$ cat config.mk
export PLATFORM = sky130hd
export DESIGN_NAME = ndkj_ram
export DESIGN_NICKNAME = d
export VERILOG_FILES = /design/src/hdl/ndkj_ram.sv
export SDC_FILE = /design/constraint.sdc
export NUM_CORES = 1
export LEC_CHECK = 0
export ABC_AREA = 1
export BUFFER_PORTS_ARGS = -buffer_cell sky130_fd_sc_hd__buf_2
export CORE_MARGIN = 1
export CORE_UTILIZATION = 60
export DETAILED_ROUTE_END_ITERATION = 8
export GPL_ROUTABILITY_DRIVEN = 1
export PLACE_DENSITY = 0.82
export SLEW_MARGIN = 25
export SYNTH_ARGS = -nofsm -noshare
export SYNTH_HDL_FRONTEND = slang
export SYNTH_SLANG_ARGS = --single-unit
$ cat constraint.sdc
create_clock -name clk_i -period 1.4 [get_ports clk_i]
set_input_delay 0.28 -clock clk_i [delete_from_list [all_inputs] [get_ports clk_i]]
set_output_delay 0.28 -clock clk_i [all_outputs]
set_load 0.01 [all_outputs]
$ cat src/hdl/ndkj_ram.sv
// ----------------------------------------------------------------------------
// ndkj_ram
// Generic single-write, single-read RAM with registered read data.
// ----------------------------------------------------------------------------
module ndkj_ram #(
  parameter int unsigned WIDTH = 8,
  parameter int unsigned DEPTH = 16,
  localparam int unsigned AW = (DEPTH > 1) ? $clog2(DEPTH) : 1
) (
  input  logic             clk_i,
  input  logic             we_i,
  input  logic [AW-1:0]    waddr_i,
  input  logic [WIDTH-1:0] wdata_i,
  input  logic [AW-1:0]    raddr_i,
  output logic [WIDTH-1:0] rdata_o
);

  logic [WIDTH-1:0] mem [DEPTH];

  always_ff @(posedge clk_i) begin
    if (we_i) begin
      mem[waddr_i] <= wdata_i;
    end
    rdata_o <= mem[raddr_i];
  end

endmodule
* After elaboration in Yosys (flattened, before gate mapping) *
Memories as Yosys holds them, arrays and structs flattened. A register that Yosys moved wholly into a read port is not among the register bits.
Index checks and enable logic that the tools add are counted.
W data, S select, Z words.

cells by class
  magnitude comparators = 0
  equal/unequal tests = 0
  divide/modulo/power cells = 0
  mux-type cells = 2
  bitwise logic cells = 0
  reduce and logical (&&, ||, !) cells = 0
  shifts and indexed selects = 0
  multipliers = 0
  add/subtract/negate cells = 0

operators by type and width
  kind     number
  $mux W1  2

word-level totals
  ROM bits = 0
  bits of input ports = 18
  output and inout port bits = 8
  word-level logic and storage cells = 3
  memory bits (writable) = 128
  bits in latches = 0
  memories kept = 1
  register bits = 0

memories
  name  words  bits a word  rd ports  clocked after Yosys merged registers in  wr ports  line  text
  mem   16     8            1         1                                        1         18    logic [WIDTH-1:0] mem [DEPTH];

* Longest topological paths before layout *
Gate-level depths: netlist of the first run.

  depth after elaboration = 2
  depth in mapped cells = 8
  gate-level depth less buffers = 7

* Worst setup path before layout of the first run *
OpenSTA, ideal clock, no wires.

  kind = input to register
  from = input port waddr_i[2]
  to = memory mem[10][0] (enable)
  stages = 2
  arrival = 0.861 ns
  path slack = 0.169 ns
  cell sequence = nand3b_1 nor2_1

RTL lines
  what             line  text
  start, declared  12    input logic [AW-1:0] waddr_i,
  end, declared    18

Straight into the memory's write port.

* Final worst setup path of the first run *
  from = register rdata_o[2] (read register of mem)
  to = output port rdata_o[2]

RTL lines
  what             line  text
  start, declared  15    output logic [WIDTH-1:0] rdata_o

No word-level cell between the ends.

==> metrics.md, run 1 <==
| Metric | Value |
|---|---|
| Status | finished, final reports clean |
| Crit-path max cell delay | 0.35 ns |
| Worst EP arrival | 1.00 ns |
| Vias in the first global route | 3886 |
| Crit path from | rdata_o[2] |
| Max-cap violation count | 0 |
| I/O pin count | 26 |
| Multi-input gate area | around 0.0012 mm² |
| Share of layout cells above drive strength 1 | between 10% and 20% |
| CTS resizes | 0 |
| Register bit total from synthesis | around 140 |
| GRT Util Overall | 27.6% |
| Critical Path Start Type | register |
| Netlist Area Pre-Place | 0.00577 mm² |
| Post-layout util | ~72% |
| Highest metal used | met4 |
| Global-route wire length before repair | approximately 20000 µm |
| Worst Path Buf+Inv | 1 |
| CP top delay family | flip-flops |
| Placement Setup Slack | between 0.07 and 0.08 ns |
| Pin count of the biggest net entering global routing | 65 |
| Reg2reg path depth | 6 |
| Post-synthesis sequential area ratio | 69.4% |
| Max-slew violations | 0 |
| # hold bufs at CTS | 0 |
| R2r endpoint | rdata_o[1] |
| Yosys cell types | 12 |
| Met3 Wirelength | about 1300 µm |
| N_diodes | 0 |
| Die Area | around 0.010 mm² |
| Worst slew pin tran | 0.385 ns |
| WL per Instance | approximately 17 µm |
| Cells after synthesis | approximately 550 |
| Reg-to-reg slack, setup | about 0.33 ns |
| Post-synth net total | 569 |
| Setup violations, final | 0 |
| Nets | roughly 620 |
| RSZ-0062 raised after global routing | no |
| Critical path endpoint category | primary output |
| Placed cell areas | 0.00615 mm² |
| Seq. cell area | between 0.004 and 0.005 mm² |
| DR pass1 iterations | 7 |
| PnR worst setup slack | about 0.12 ns |
| Die width | 100 µm |
| TNS Setup | 0 ns |
| Levels on crit path | 1 |
| Pwr dens | 1410 mW/mm² |
| Worst-path clk slew | 0.06 ns |
| Initial antenna violation count | 0 |
| Initial DRC Count | a little over 400 |
| DR vias | ~4000 |
| Fin Clk Skew | 0.00998 ns |
| Total gr overflow | 0 |
| Starting Density | about 62% |
| Final min period | 1.28 ns |
| Tcrit/Tclk final | roughly nine tenths |
| Finished Layout Cells | ~740 |
| Max Fclk | 780 MHz |
| DR DRC count | 0 |
| HPWL after DPL | around 7700 µm |
| Reg-to-Reg Start | mem[2][1] |
| Met2 wire len | ~6300 µm |
| Syn Area/Cell | approximately 10 µm² |
| FP Rows | 35 |
| RD Place Congestion | 0.807 |
| CTS H-tree lvls | 4 |
| Clock Tree Root | clkbuf_8 |
| Setup bufs post-CTS | 0 |
| Worst Setup EP | rdata_o[2] |
| Synth-to-layout area growth | 16.6% |
| Total CTS buffers | 17 |
| Design Area, Final | 0.00672 mm² |
| Placed cell count | between 700 and 800 |
| Req. time, crit path | roughly 1.1 ns |
| Pwr Total | approximately 9.5 mW |
| CTS tree | built |
| Hold Slack | roughly 0.14 ns |
| Slowest CP cell | dfxtp_1 |
| Wl on met1 | between 5000 and 6000 µm |
| Hold Path Class | in -> reg |
| Critical path cell sequence | buf_2 |
| Die Span Y | between 100 and 150 µm |
| CP max FO | 1 |
| VDD IR max | around 0.85 mV |
| Core ar. | just over 0.009 mm² |
| Clk Latency, worst-skew pair | between 0.5 and 0.6 ns |
| Final wirelength | 13000 µm |
| Final hold violation count | 0 |
| Ys Warns | 0 |
| P_leak | about 3.0 nW |
| Slew headroom | 74.3% |
| Drt via density | 5.41 |
| Kind of critical path | reg -> out |
| Sink Count | about 140 |
| Fillers | around 610 |
| CTS Buffer Depth | 2 |
| PortBufs | 25 |
| DRT antenna net count | 0 |
-- how the worst min path moves through the flow --
stage	from	slack (ns)	depth (start not counted)	endpoint
finish	raddr_i[3]	0.14	3	rdata_o[5]
global route	raddr_i[3]	0.12	3	rdata_o[4]
CTS	raddr_i[3]	0.13	3	rdata_o[5]
detailed placement	mem[12][5]	0.64	6	rdata_o[5]
global placement	mem[12][2]	0.64	6	rdata_o[2]
floorplan	wdata_i[0]	0.38	0	mem[0][0]
-- cells in the final DEF, fill, tap and decap left out --
cell type | netlist | layout
buf_12 | 0 | 4
buf_2 | 13 | 25
buf_4 | 4 | 24
bufinv_16 | 0 | 3
clkbuf_1 | 0 | 5
clkbuf_16 | 0 | 16
clkbuf_8 | 0 | 2
clkinv_1 | 0 | 1
clkinv_2 | 0 | 2
clkinv_4 | 0 | 1
clkinvlp_4 | 0 | 2
dfxtp_1 | 8 | 8
edfxtp_1 | 128 | 128
inv_1 | 100 | 100
inv_2 | 2 | 2
nand2_1 | 173 | 173
nand3_1 | 97 | 97
nand3b_1 | 2 | 2
nor2_1 | 17 | 17
-- Yosys cell counts --
| cell | n | area (µm²) |
|---|---|---|
| nand2_1 | 173 | 649 |
| edfxtp_1 | 128 | 3840 |
| inv_1 | 100 | 375 |
| nand3_1 | 97 | 485 |
| nor2_1 | 17 | 63.8 |
| buf_2 | 13 | 65.1 |
| dfxtp_1 | 8 | 160 |
| buf_6 | 6 | 67.6 |
| buf_4 | 4 | 30.0 |
| inv_2 | 2 | 7.51 |
| nand3b_1 | 2 | 15.0 |
| buf_1 | 1 | 3.75 |
-- flip-flops by register name, indices dropped and copies added, names as in the netlist --
signal   flops
mem        128
rdata_o      8
-- power breakdown --
| group | total, mW | switching, mW | internal (mW) |
|---|---|---|---|
| clock network | 4.32 | 1.57 | 2.75 |
| registers | 4.58 | 0.0275 | 4.55 |
| logic | 0.577 | 0.395 | 0.182 |
-- logic make-up (layout without fill, tap and decap cells) --
family | Yosys count | in the layout | synth area share [%]
flip-flops | 136 | 136 | 69.4
buffers and inverters | 126 | 187 | 9.52
AND/OR/NAND/NOR | 289 | 289 | 21.0
-- layout make-up --
cell class              count  area share [%]
well taps                 129            2.40
repair buffers             53            5.73
inverters                 102            5.70
multi-input cells         289            18.1
clock buffers              23            6.65
flip-flops and latches    136            59.6
clock inverters             9            1.90
-- per-layer routing --
layer	vias up	GRT usage [%]
met3	30	8.50
met4	0	13.0
met2	251	43.8
li1	1868	-
met5	-	0
met1	1859	35.0
No activity file was read; power rests on OpenSTA's default activity.
==> run 2: changes to the inputs <==
==> constraint.sdc (replaced) <==
create_clock -name clk_i -period 1.4 [get_ports clk_i]
set_input_delay 0.28 -clock clk_i [delete_from_list [all_inputs] [get_ports clk_i]]
set_output_delay 0.28 -clock clk_i [all_outputs]
set_load 0.05 [all_outputs]
==> metrics.md, run 2 (synthesis results as in run 1) <==
| Metric | Value |
|---|---|
| N_diodes | 0 (unchanged) |
| Seq. cell area | 0.00400 mm² (unchanged) |
| Final wirelength | 13000 µm (about the same) |
| WL per Instance | 17.5 µm (about the same) |
| Most frequent cells in the layout | nand2_1 (173), edfxtp_1 (128), inv_1 (100) (unchanged) |
| Slew headroom | 74.8% (was 74.3%) |
| HPWL after DPL | 7690 µm (unchanged) |
| Starting Density | 62.1% (unchanged) |
| Share of layout cells above drive strength 1 | 13.2% (unchanged) |
| RD Place Congestion | 0.807 (unchanged) |
| Hold Slack | 0.138 ns (was 0.141 ns) |
| DR pass1 iterations | 6 (was 7) |
| Total gr overflow | 0 (unchanged) |
| Most common cell after layout, fill and taps aside | nand2_1 (unchanged) |
| Core ar. | 0.00928 mm² (unchanged) |
| DR DRC count | 0 (unchanged) |
| PortBufs | 25 (unchanged) |
| Pwr dens | 1420 mW/mm² (was 1410 mW/mm²) |
| Final hold violation count | 0 (unchanged) |
| FP Rows | 35 (unchanged) |
| CP top delay family | flip-flops (unchanged) |
| Hold Path Class | in -> reg (unchanged) |
| Critical path endpoint category | primary output (unchanged) |
| Critical path cell sequence | buf_2 (unchanged) |
| Multi-input gate area | 0.00121 mm² (unchanged) |
| RSZ-0062 raised after global routing | no (unchanged) |
| Synth-to-layout area growth | 16.7% (was 16.6%) |
| Drt via density | 5.42 (was 5.41) |
| Die Span Y | 100 µm (unchanged) |
| Sink Count | 136 (unchanged) |
| Clock Tree Root | clkbuf_8 (unchanged) |
| Die width | 100 µm (unchanged) |
| DRT antenna net count | 0 (unchanged) |
| TNS Setup | 0 ns (unchanged) |
| Critical Path Start Type | register (unchanged) |
| I/O pin count | 26 (unchanged) |
| Global-route wire length before repair | 19900 µm (unchanged) |
| Total CTS buffers | 17 (unchanged) |
| VDD IR max | 0.861 mV (was 0.851 mV) |
| Worst Path Buf+Inv | 1 (unchanged) |
| GRT Util Overall | 27.6% (unchanged) |
| CP max FO | 1 (unchanged) |
| Req. time, crit path | 1.12 ns (about the same) |
| P_leak | 2.96 nW (was 2.95 nW) |
| Worst slew pin tran | 0.378 ns (was 0.385 ns) |
| Nets | 617 (unchanged) |
| Tcrit/Tclk final | 97.2% (was 91.5%) |
| Max reg flops | 128 (unchanged) |
| Crit-path max cell delay | 0.31 ns (was 0.35 ns) |
| # hold bufs at CTS | 0 (unchanged) |
| Initial DRC Count | 413 (unchanged) |
| Pin count of the biggest net entering global routing | 65 (unchanged) |
| Die Area | 0.0100 mm² (unchanged) |
| Initial antenna violation count | 0 (unchanged) |
| DR vias | 4018 (was 4008) |
| Slowest CP cell | dfxtp_1 (unchanged) |
| Max-cap violation count | 0 (unchanged) |
| Kind of critical path | reg -> out (unchanged) |
| Status | finished, final reports clean (unchanged) |
| Clk Latency, worst-skew pair | 0.52 ns (about the same) |
| CTS tree | built (unchanged) |
| Setup violations, final | 0 (unchanged) |
| Fillers | 609 (was 608) |
| Fin Clk Skew | 0.0108 ns (was 0.00998 ns) |
| CTS Buffer Depth | 2 (unchanged) |
| Final min period | 1.36 ns (was 1.28 ns) |
| Vias in the first global route | 3886 (unchanged) |
| Worst-path clk slew | 0.06 ns (about the same) |
| Top Registers | mem x128, rdata_o x8 (unchanged) |
| Max Fclk | 735 MHz (was 780 MHz) |
| Max-slew violations | 0 (unchanged) |
| Biggest register | mem (unchanged) |
| Worst EP arrival | 1.08 ns (was 1.00 ns) |
| CTS H-tree lvls | 4 (unchanged) |
==> run 2: changes by cell type in the layout (fill, tap and decap cells not counted), sizes merged <==
cell	delta
clkbuf	+2
buf	-2
==> run 2: stage by stage <==
stage	cell area, µm²	power (mW)	cells	worst slack (ns)	utilization, %
2_1_floorplan	5770	5.07	551	0.169	-
3_3_place_gp	6150	5.28	709	0.123	66.2
3_5_place_dp	6150	5.30	709	0.0736	66.2
4_1_cts	6720	9.56	741	0.0173	72.4
5_1_grt	6730	9.81	741	0.00450	72.5
6_report	6730	9.57	741	0.0398	72.5
==> run 2: per-layer routing <==
metal	up-vias	wire (µm)	track usage, %	part of all wire, %
met3	33	1230	8.50	9.5
met1	1880	5050	35.0	39
li1	1866	-	-	-
met2	239	6380	43.8	49
met5	-	0	0	0
met4	0	302	13.0	2.3
==> run 2: final cells by class <==
| class | count | area share [%] |
|---|---|---|
| inverters | 102 | 5.69 |
| flip-flops and latches | 136 | 59.5 |
| multi-input cells | 289 | 18.0 |
| repair buffers | 53 | 5.84 |
| clock inverters | 9 | 1.90 |
| clock buffers | 23 | 6.64 |
| well taps | 129 | 2.40 |
==> run 2: worst paths after layout <==
path              startpoint    endpoint  slack, ns  depth (start not counted)
setup / recovery  rdata_o[6]  rdata_o[6]       0.04                          1
hold / removal    raddr_i[3]  rdata_o[5]       0.14                          3
setup reg to reg   mem[2][1]  rdata_o[1]       0.32                          6
hold reg to reg   mem[12][5]  rdata_o[5]       0.65                          6
==> run 2: power by group <==
part	switching (mW)	internal [mW]
clock network	1.57	2.75
registers	0.0279	4.55
logic	0.477	0.187
==> run 2: timing repair <==
action	in CTS	in global routing
setup buffers	0	0
setup endpoints to repair	1	2
gates resized for setup	1	2
endpoints found under the hold margin	0	0
==> run 2: worst min-delay path, cell delays in order <==
cell and delay (ns):
buf_2 0.18, nand3_1 0.10, nand2_1 0.04
